<file path="src/hdl/mwlc_pkg.sv">
// Shared types and constants of the multichannel window / color table compositor.
// Used by the lane, the merge stage and the top level; depends on nothing else.
`timescale 1ns / 1ps

package mwlc_pkg;

    // Field widths of the stream words
    localparam int CMD_W       = 2;
    localparam int CH_W        = 2;
    localparam int LEVEL_W     = 8;
    localparam int COLOR_W     = 24;
    localparam int SAMPLE_W    = 32;
    localparam int ENABLE_W    = 4;
    localparam int PIXEL_W     = 32;
    localparam int LEVELS      = 256;
    localparam int SAMPLE_FIELDS = 4;

    // Bit positions of the fields inside the input tdata
    localparam int CH_LSB      = 0;
    localparam int INDEX_LSB   = CH_LSB + CH_W;
    localparam int ENTRY_LSB   = INDEX_LSB + LEVEL_W;
    localparam int LOW_LSB     = ENTRY_LSB + COLOR_W;
    localparam int SCALE_LSB   = LOW_LSB + SAMPLE_W;
    localparam int SAMPLE_LSB  = SCALE_LSB + SAMPLE_W;
    localparam int TDATA_USED  = SAMPLE_LSB + SAMPLE_FIELDS * SAMPLE_W;
    localparam int TDATA_W     = ((TDATA_USED + 7) / 8) * 8;

    // Command codes carried in tuser
    localparam logic [CMD_W-1:0] CMD_PIXEL  = 2'd0;
    localparam logic [CMD_W-1:0] CMD_TABLE  = 2'd1;
    localparam logic [CMD_W-1:0] CMD_WINDOW = 2'd2;

    localparam logic [SAMPLE_W-1:0] DEFAULT_SCALE = 32'd16711680;
    localparam logic [7:0]          OPAQUE_ALPHA  = 8'hFF;
    localparam logic [PIXEL_W-1:0]  EMPTY_PIXEL   = 32'hFF0A0909;

    // Per-lane strobes driven by the top-level pipeline control
    typedef struct packed {
        logic win_we;   // window write for this lane at input acceptance
        logic load1;    // word enters the difference stage
        logic load2;    // word enters the level stage
        logic tab_we;   // table write for this lane leaves the level stage
        logic rd_en;    // pixel leaves the level stage, table is read
    } lane_ctrl_t;

endpackage

</file>
<file path="src/hdl/mwlc_merge.sv">
// Merge stage: adds the colors of the enabled lanes per component, saturates
// and registers the opaque output pixel. Depends on mwlc_pkg.
`timescale 1ns / 1ps

module mwlc_merge #(
    parameter int LANES = 4
) (
    input  logic                                    clk,
    input  logic                                    load,
    input  logic [LANES-1:0]                        lane_en,
    input  logic [LANES-1:0][mwlc_pkg::COLOR_W-1:0] colors,
    output logic [mwlc_pkg::PIXEL_W-1:0]            pixel
);
    import mwlc_pkg::*;

    localparam int SUM_W = 9 + $clog2(LANES);

    logic [SUM_W-1:0]   red_sum;
    logic [SUM_W-1:0]   green_sum;
    logic [SUM_W-1:0]   blue_sum;
    logic [7:0]         red;
    logic [7:0]         green;
    logic [7:0]         blue;
    logic [PIXEL_W-1:0] pixel_next;
    logic [PIXEL_W-1:0] pixel_reg;

    always_comb
    begin
        red_sum   = '0;
        green_sum = '0;
        blue_sum  = '0;
        for (int i = 0; i < LANES; i++)
        begin
            if (lane_en[i])
            begin
                red_sum   = red_sum   + SUM_W'(colors[i][23:16]);
                green_sum = green_sum + SUM_W'(colors[i][15:8]);
                blue_sum  = blue_sum  + SUM_W'(colors[i][7:0]);
            end
        end
    end

    assign red   = (|red_sum[SUM_W-1:8])   ? 8'hFF : red_sum[7:0];
    assign green = (|green_sum[SUM_W-1:8]) ? 8'hFF : green_sum[7:0];
    assign blue  = (|blue_sum[SUM_W-1:8])  ? 8'hFF : blue_sum[7:0];

    assign pixel_next = (|lane_en) ? {OPAQUE_ALPHA, red, green, blue} : EMPTY_PIXEL;

    always_ff @(posedge clk)
    begin
        if (load)
        begin
            pixel_reg <= pixel_next;
        end
    end

    assign pixel = pixel_reg;

endmodule

</file>
<file path="config.mk">
export PLATFORM = sky130hd
export DESIGN_NAME = mwlc_merge
export DESIGN_NICKNAME = d
export VERILOG_FILES = /design/src/hdl/mwlc_pkg.sv /design/src/hdl/mwlc_merge.sv
export SDC_FILE = /design/constraint.sdc
export NUM_CORES = 1
export LEC_CHECK = 0
export BUFFER_PORTS_ARGS = -buffer_cell sky130_fd_sc_hd__buf_2
export CAP_MARGIN = 20
export CORE_AREA = 8 8 104 106
export DETAILED_ROUTE_END_ITERATION = 8
export DIE_AREA = 0 0 112 114
export GPL_ROUTABILITY_DRIVEN = 0
export GPL_TIMING_DRIVEN = 0
export PLACE_DENSITY_LB_ADDON = 0.3
export RECOVER_POWER = 100
export REMOVE_ABC_BUFFERS = 1
export SYNTH_ARGS = -nofsm -noshare
export SYNTH_HDL_FRONTEND = slang
export SYNTH_SLANG_ARGS = --single-unit
export TNS_END_PERCENT = 100
</file>
<file path="constraint.sdc">
create_clock -name clk -period 7 [get_ports clk]
set_input_delay 1.05 -clock clk [delete_from_list [all_inputs] [get_ports clk]]
set_output_delay 1.05 -clock clk [all_outputs]
set_load 0.01 [all_outputs]
</file>
==> impl_metrics.yaml, run 1 <==
worst_setup_path:
  cpMostUsedCell: "ha_1"
  max_stage_delay_ns: 0.63
  path_class: "primary input to flop"
  start_kind: "primary input"
  cp_slowest_cell: "a221oi_2"
  worstPathArrival_ns: 6.47
  required_ns: 6.99
  cp_cell_sequence: "buf_2 -> and2_0 -> ha_1 -> fa_1 -> o211ai_1 -> nand2_1 -> a21oi_1 -> xnor2_1 -> mux2_2 -> ha_1 -> or3_1 -> a31oi_1 -> xnor2_1 -> mux2_2 -> ha_1 -> nand4b_1 -> or3_1 -> a21oi_1 -> mux2i_1 -> a221oi_2 -> o21ai_0"
  critical_path.max_fanout: 32
  critPathCaptureType: "flop"
finish:
  post-route-util_pct: 60.89
  fin_nets: 908
  area_growth_pct: 13.40
  antenna_cells: 0
  drive_gt1_share_pct: 17.74
  largest_reg_flops: 24
sta:
  fin_setup_tns_ns: 0
  slew_viol_final: 0
  maxSlewHeadroom_pct: 7.484
  setup-violations-final: 0
  fin_crit_sh_pct: 92.52
  worst_pin_slew_ns: 1.388
  max_freq_ghz: 0.1544
  hold_slack_ns: 1.250
  finalCriticalPeriod_ns: 6.477
  hold_violations: 0
  rsz0062_at_grt: "no"
cts:
  cts_tree: "built"
  hold_buffers: 0
  cts.sinks: 24
  clkTransAtPathRegs_ns: 0.09
  cts_root_buffer: "clkbuf_8"
  clk_path_buf_depth: 2
  postCtsSetupBuffers: 0
  post_cts_resized: 0
  htree_levels: 1
  cts_buffers: 3
yosys:
  ys_seq_area_share_pct: 14.74
  synth_area_leaders: "ha_1 (18%), edfxtp_1 (15%), xnor2_1 (5.2%)"
  synth_edf_count: 24
  netlist_area_mm2: 0.004891
  synth_top_area_share_pct: 17.65
  synth_most_common_cell: "ha_1"
  ys.flop_type: "edfxtp_1"
  yosys.area.top_type: "ha_1"
  synth_cell_types: 61
  postSynthCellCount: 619
  async_flop_share_pct: 0
  ys_top_cells_by_count: "ha_1 (69), nand2_1 (59), nor2_1 (48), o21ai_0 (48), inv_1 (46)"
  synth.avg_cell_area_um2: 7.901
  synth_warnings: 0
  yosys_register_bits: 24
global_routing:
  grt_first_pass_wirelength_um: 21890
  antenna_found_initial: 0
  grt_max_degree: 54
  grt_pass1_vias: 4934
  track_usage_pct: 20.03
  overflow: 0
route:
  via_per_inst: 5.838
  wl_um: 13230
  ant_nets: 0
  num_vias: 4892
  wl_per_cell_um: 15.78
  drt_iter0_drc: 255
  drc: 0
  drtPass1Iterations: 5
pwr:
  p_per_area_mw_per_mm2: 175.0
  vdd_drop_max_uv: 113.4
  p_total_uw: 970.8
  p_leak_nw: 2.621
floorplan:
  initial_core_util_pct: 53.70
  dieArea_mm2: 0.01277
  core_mm2: 0.009109
  ios: 134
  die_x_um: 112
  core.rowCount: 35
  die_h_um: 114
placed_design:
  dp_hpwl_um: 10670
  port_buffers: 125
outcome:
  status: "finished clean"
flow_run:
  maxCapViolCount: 0
worst_hold_path:
  hp-class: "primary input to flop"
  whs_path_depth: 4
==> cells by family after synthesis <==
logic type | share of synthesized area (%)
fa+ha+maj | 21.54
mux | 5.909
flops | 14.74
compound gates | 27.71
xor+xnor | 6.805
other cells | 0.07667
simple gates | 16.88
buf+inv | 6.344
==> where the power goes <==
group	switching, mW	leakage [nW]	total, mW	internal (mW)
clock network	0.0501	0.0231	0.0896	0.0395
logic	0.374	2.36	0.664	0.290
registers	0.0114	0.237	0.217	0.206
total	0.435	2.62	0.971	0.536
==> path summary, 6_finish.rpt <==
path,from,end,slack [ns]
min,colors[88],pixel[16]$_SDFFCE_PP0P_,1.25
max,lane_en[0],pixel[23]$_SDFFCE_PP0P_,0.52
==> area by class of cell <==
cell class | instances | area (um^2)
Fill cell | 853 | 3562
Clock inverter | 1 | 3.754
Clock buffer | 3 | 41.29
Sequential cell | 24 | 720.7
Timing Repair Buffer | 125 | 594.3
Inverter | 46 | 172.7
Tap cell | 111 | 138.9
Multi-Input combinational cell | 528 | 3875
==> stage by stage <==
stage | instances | instance area, um^2 | setup slack [ns]
4_1_cts | 838 | 5589 | 0.5147
2_1_floorplan | 598 | 4780 | 1.438
3_5_place_dp | 834 | 5544 | 0.2264
3_3_place_gp | 834 | 5544 | 0.5240
6_report | 838 | 5547 | 0.5233
5_1_grt | 838 | 5547 | 0.1081
==> placed cells by master, fill, tap and decap left out, types with 4 or more instances in the layout <==
master,instances
ha_1,69
o22ai_1,5
nand2b_1,10
conb_1,8
clkbuf_1,25
mux2i_1,12
nor2_1,48
o21ai_0,50
edfxtp_1,24
and2_1,12
buf_2,100
nand2_1,59
or3_1,6
o21a_1,17
o211ai_1,14
o31ai_1,5
a21o_1,12
o31a_1,5
nand4_1,4
fa_1,9
nor2b_1,12
a31oi_1,6
nand3_1,8
a211oi_1,8
xnor2_1,29
a21oi_1,45
xor2_1,9
inv_1,46
mux2_2,15
==> layer usage <==
metal	up-vias	GRT usage, %	wire length, um
met3	19	3.803	859
li1	2450	-	-
met2	149	36.55	6309
met5	-	0	0
met4	0	3.777	204
met1	2274	24.03	5854
==> worst max-delay path, delay by kind of cell <==
family,cells,cell delay [ns]
AOI/OAI and AO/OA,6,1.78
xor gates and xnor gates,2,0.21
adders and majority gates,4,1.31
buffers and inverters,1,0.28
muxes,3,0.70
and+or+nand+nor,5,1.13
Note: power is estimated with default switching activity, not from simulation.
==> run 2, diff against run 1 <==
--- a/config.mk
+++ b/config.mk
@@ -7,14 +7,15 @@
 export LEC_CHECK = 0
 export BUFFER_PORTS_ARGS = -buffer_cell sky130_fd_sc_hd__buf_2
 export CAP_MARGIN = 20
-export CORE_AREA = 8 8 104 106
+export CORE_AREA = 8 8 120 122
 export DETAILED_ROUTE_END_ITERATION = 8
-export DIE_AREA = 0 0 112 114
+export DIE_AREA = 0 0 128 130
 export GPL_ROUTABILITY_DRIVEN = 0
 export GPL_TIMING_DRIVEN = 0
 export PLACE_DENSITY_LB_ADDON = 0.3
 export RECOVER_POWER = 100
 export REMOVE_ABC_BUFFERS = 1
+export SLEW_MARGIN = 25
 export SYNTH_ARGS = -nofsm -noshare
 export SYNTH_HDL_FRONTEND = slang
 export SYNTH_SLANG_ARGS = --single-unit
==> run 2 against run 1 <==
Against the previous run: core utilization shrank 15 points; combinational power is essentially flat; cell count up 7.3%; power is 3.6% higher; clock power increased by 44%; via count down 1.2%; clock-buffer cell count stayed put; worst hold slack better by 0.017 ns; sequential share of layout area down 0.24 points; highest routed layer unchanged.
==> impl_metrics.yaml, run 2 (synthesized netlist as in run 1, its figures left out) <==
route:
  drtPass1Iterations: 5
  wl_um: 13600
  wl_per_cell_um: 15.13
  drc: 0
  via_per_inst: 5.377
  num_vias: 4834
  route.met2.wl_um: 6543
  top_layer: "met4"
  met3_length_um: 733
  drt_iter0_drc: 325
  ant_nets: 0
  m1WireLength_um: 6094
sta:
  hold_violations: 0
  max_freq_ghz: 0.1540
  fin_setup_tns_ns: 0
  fin_crit_sh_pct: 92.77
  worst_pin_slew_ns: 1.407
  setup-violations-final: 0
  rsz0062_at_grt: "no"
  slew_viol_final: 0
  finalCriticalPeriod_ns: 6.494
  hold_slack_ns: 1.268
  maxSlewHeadroom_pct: 6.221
worst_setup_path:
  required_ns: 6.98
  path_class: "primary input to flop"
  critical_path.max_fanout: 32
  start_kind: "primary input"
  critPathCaptureType: "flop"
  worstPathArrival_ns: 6.47
cts:
  htree_levels: 1
  cts_buffers: 3
  cts_root_buffer: "clkbuf_16"
  postCtsSetupBuffers: 0
  cts_tree: "built"
  post_cts_resized: 0
  cts.sinks: 24
  clk_path_buf_depth: 2
  clkTransAtPathRegs_ns: 0.07
  hold_buffers: 0
finish:
  area_growth_pct: 15.53
  final_cell_mix: "buf_2 (100), ha_1 (69), nand2_1 (59)"
  antenna_cells: 0
  largest_reg_flops: 24
  fin_nets: 908
  drive_gt1_share_pct: 17.61
  final_common_cell: "buf_2"
global_routing:
  grt_max_degree: 54
  track_usage_pct: 16.01
  antenna_found_initial: 0
  overflow: 0
  grt_pass1_vias: 4888
  grt_first_pass_wirelength_um: 22300
pwr:
  p_leak_nw: 2.635
  p_per_area_mw_per_mm2: 178.0
  vdd_drop_max_uv: 68.22
floorplan:
  core.rowCount: 41
  ios: 134
  die_h_um: 130
  die_x_um: 128
  dieArea_mm2: 0.01664
  core_mm2: 0.01241
  initial_core_util_pct: 39.40
placed_design:
  port_buffers: 125
  dp_hpwl_um: 11120
worst_hold_path:
  hp-class: "primary input to flop"
flow_run:
  maxCapViolCount: 0
outcome:
  status: "finished clean"
## run 2: cell counts in the layout (fill, tap and decap cells not counted)
Identical to the previous run, type by type.
## run 2: worst paths after layout
kind              cells past startpoint  startpoint                       to
setup / recovery                     23  lane_en[0]   pixel[4]$_SDFFCE_PP0P_
hold / removal                        4  colors[88]  pixel[16]$_SDFFCE_PP0P_
## run 2: per-layer routing
metal  GRT usage (%)  vias to the layer above
met5               0                        -
met4           3.217                        0
met3           2.693                       15
met2           28.75                      130
met1           19.71                     2240
li1                -                     2449
## run 2: stage by stage
stage | total power, mW | std cells | instance area [um^2] | utilization [%] | setup slack [ns]
6_report | 1.006 | 899 | 5650 | 45.52 | 0.5061
5_1_grt | 1.103 | 899 | 5650 | 45.52 | 0.08634
4_1_cts | 1.023 | 899 | 5699 | 45.91 | 0.5603
3_5_place_dp | 0.8898 | 895 | 5620 | 45.27 | 0.2772
3_3_place_gp | 0.8667 | 895 | 5620 | 45.27 | 0.4536
2_1_floorplan | 0.7075 | 598 | 4780 | - | 1.438
## run 2: layout make-up
type                    instances  area [um^2]
fillers                      1277         6764
multi-input cells             528         3869
flip-flops and latches         24        720.7
repair buffers                125        594.3
well taps                     172        215.2
inverters                      46        172.7
clock buffers                   3        75.07
clock inverters                 1        3.754
## run 2: worst max-delay path: stages
cell	delay, ns
buf_2	0.29
and2_0	0.24
ha_1	0.21
fa_1	0.42
a22oi_1	0.31
o31ai_1	0.13
xnor2_1	0.15
mux2i_1	0.12
ha_1	0.38
nand3_1	0.10
o22ai_1	0.26
o22ai_1	0.16
xnor2_1	0.14
a221oi_1	0.47
inv_1	0.09
ha_1	0.34
and3_1	0.21
nor4bb_1	0.36
o2111ai_1	0.27
a311oi_1	0.30
mux2i_1	0.14
nand3_2	0.19
o211ai_1	0.12
## run 2: power breakdown
group / switching, mW / internal, mW
clock: 0.0522 / 0.0765
combinational: 0.372 / 0.289
sequential: 0.00995 / 0.206
==> run 3, diff against run 2 <==
--- a/config.mk
+++ b/config.mk
@@ -7,9 +7,9 @@
 export LEC_CHECK = 0
 export BUFFER_PORTS_ARGS = -buffer_cell sky130_fd_sc_hd__buf_2
 export CAP_MARGIN = 20
-export CORE_AREA = 8 8 120 122
+export CORE_AREA = 8 8 133 110
 export DETAILED_ROUTE_END_ITERATION = 8
-export DIE_AREA = 0 0 128 130
+export DIE_AREA = 0 0 141 118
 export GPL_ROUTABILITY_DRIVEN = 0
 export GPL_TIMING_DRIVEN = 0
 export PLACE_DENSITY_LB_ADDON = 0.3
==> constraint.sdc (replaced) <==
create_clock -name clk -period 7 [get_ports clk]
set_input_delay 1.75 -clock clk [delete_from_list [all_inputs] [get_ports clk]]
set_output_delay 1.75 -clock clk [all_outputs]
set_load 0.01 [all_outputs]
==> run 3 against run 2 <==
Against the previous run: setup slack lost 0.15 ns; power grew 3.2%; flip-flop and latch count is the same; via count grew 0.52%; critical endpoint is now pixel[14]$_SDFFCE_PP0P_; highest routed layer unchanged.
==> impl_metrics.yaml, run 3 (synthesized netlist as in run 1, its figures left out) <==
outcome:
  status: "finished clean"
finish:
  final_cell_mix: "buf_2 (99), ha_1 (68), nand2_1 (59)"
  area_growth_pct: 18.34
  drive_gt1_share_pct: 19.67
  fin_nets: 914
  antenna_cells: 0
  fill_cells: 1285
  final_cell_area_mm2: 0.005788
  largest_reg_flops: 24
  final_common_cell: "buf_2"
  finalNonFillerCells: 907
  multi_input_area_mm2: 0.003939
  regArea_um2: 720.7
floorplan:
  ios: 134
  die_h_um: 118
  initial_core_util_pct: 38.98
  core.rowCount: 37
  die_x_um: 141
  core_mm2: 0.01255
  dieArea_mm2: 0.01664
cts:
  cts.sinks: 24
  htree_levels: 1
  cts_root_buffer: "clkbuf_16"
  hold_buffers: 0
  clkTransAtPathRegs_ns: 0.06
  cts_tree: "built"
  cts_buffers: 3
  clk_path_buf_depth: 2
worst_setup_path:
  cp_slowest_cell: "fa_1"
  crit_family: "compound AO/OA/AOI/OAI gates"
  critical_path.max_fanout: 32
  start_kind: "primary input"
  cp.buffers_inverters: 3
  path_class: "primary input to flop"
  critPathCaptureType: "flop"
  max_stage_delay_ns: 0.43
  required_ns: 6.97
  worstPathArrival_ns: 6.61
  cp_cell_sequence: "buf_6 -> and2_1 -> ha_1 -> fa_1 -> o2111ai_1 -> nand2_1 -> a31oi_1 -> xnor2_1 -> mux2i_1 -> inv_1 -> ha_1 -> or3_1 -> o22ai_1 -> mux2i_1 -> a211oi_1 -> inv_1 -> ha_1 -> nand2_1 -> nor4_1 -> mux2i_1 -> o22ai_4 -> o211ai_1"
global_routing:
  grt_pass1_vias: 4858
  track_usage_pct: 16.36
  overflow: 0
  grt_first_pass_wirelength_um: 22830
  grt_max_degree: 54
  antenna_found_initial: 0
sta:
  finalCriticalPeriod_ns: 6.643
  maxSlewHeadroom_pct: 5.406
  setup-violations-final: 0
  worst_pin_slew_ns: 1.419
  max_freq_ghz: 0.1505
  setup_ws_ns: 0.3570
  slew_viol_final: 0
  fin_crit_sh_pct: 94.90
  hold_violations: 0
pwr:
  p_sw_share_pct: 43.19
  p_per_area_mw_per_mm2: 179.4
  switchingPower_uw: 448.5
  p_int_uw: 589.8
  p_leak_nw: 2.675
  vdd_drop_max_uv: 80.59
  seq_power_share_pct: 20.9
  p_comb_share_pct: 67.0
  p_total_mw: 1.038
  clockPowerShare_pct: 12.1
route:
  wl_per_cell_um: 15.46
  drtPass1Iterations: 4
  num_vias: 4859
  drt_iter0_drc: 314
  wl_um: 14030
  ant_nets: 0
  via_per_inst: 5.357
  drc: 0
placed_design:
  dp_hpwl_um: 11540
  dpl.cell_count: 898
  port_buffers: 125
  place_area_mm2: 0.005624
  dp_slack_ns: -0.3774
worst_hold_path:
  hp-class: "primary input to flop"
flow_run:
  maxCapViolCount: 0
==> run 3: power groups by stage <==
stage	sequential, mW	clock (mW)	combinational, mW
after detailed placement	0.219	0	0.674
after global placement	0.218	0	0.650
after global routing	0.220	0.131	0.785
after floorplan	0.235	0	0.472
after CTS	0.216	0.128	0.689
final	0.217	0.126	0.696
==> run 3: area by class of cell <==
| class | instances | area share, % |
|---|---|---|
| tap | 175 | 3.783 |
| inverter | 46 | 3.048 |
| clock buffer | 3 | 1.297 |
| timing repair buffer | 131 | 11.37 |
| sequential | 24 | 12.45 |
| multi-input combinational | 528 | 68.05 |
==> run 3: worst paths after layout <==
check | endpoint | slack (ns) | start | cells after the start
worst max-delay path | pixel[14]$_SDFFCE_PP0P_ | 0.36 | lane_en[0] | 22
worst min-delay path | pixel[16]$_SDFFCE_PP0P_ | 1.97 | colors[88] | 4
==> run 3: per-stage QoR <==
step	util [%]	hold slack, ns	setup TNS [ns]
after global routing	46.14	2.008	-0.002202
after global placement	44.83	2.165	-2.593
final	46.14	1.973	0
after CTS	45.64	1.986	0
after floorplan	-	1.863	0
after detailed placement	44.83	2.162	-4.795
==> run 3: timing repair <==
item                                    in CTS  in global routing
pin swaps                                    1                  3
gates resized for setup                      1                 14
endpoints found under the setup margin       9                 24
setup buffers                                1                  5
==> run 3: metal layers <==
layer	up-vias	global-route usage, %	share of wire [%]
met4	0	3.016	1.2
met2	149	27.60	45
met5	-	0	0
met3	16	2.675	5.6
li1	2456	-	-
met1	2238	21.56	48
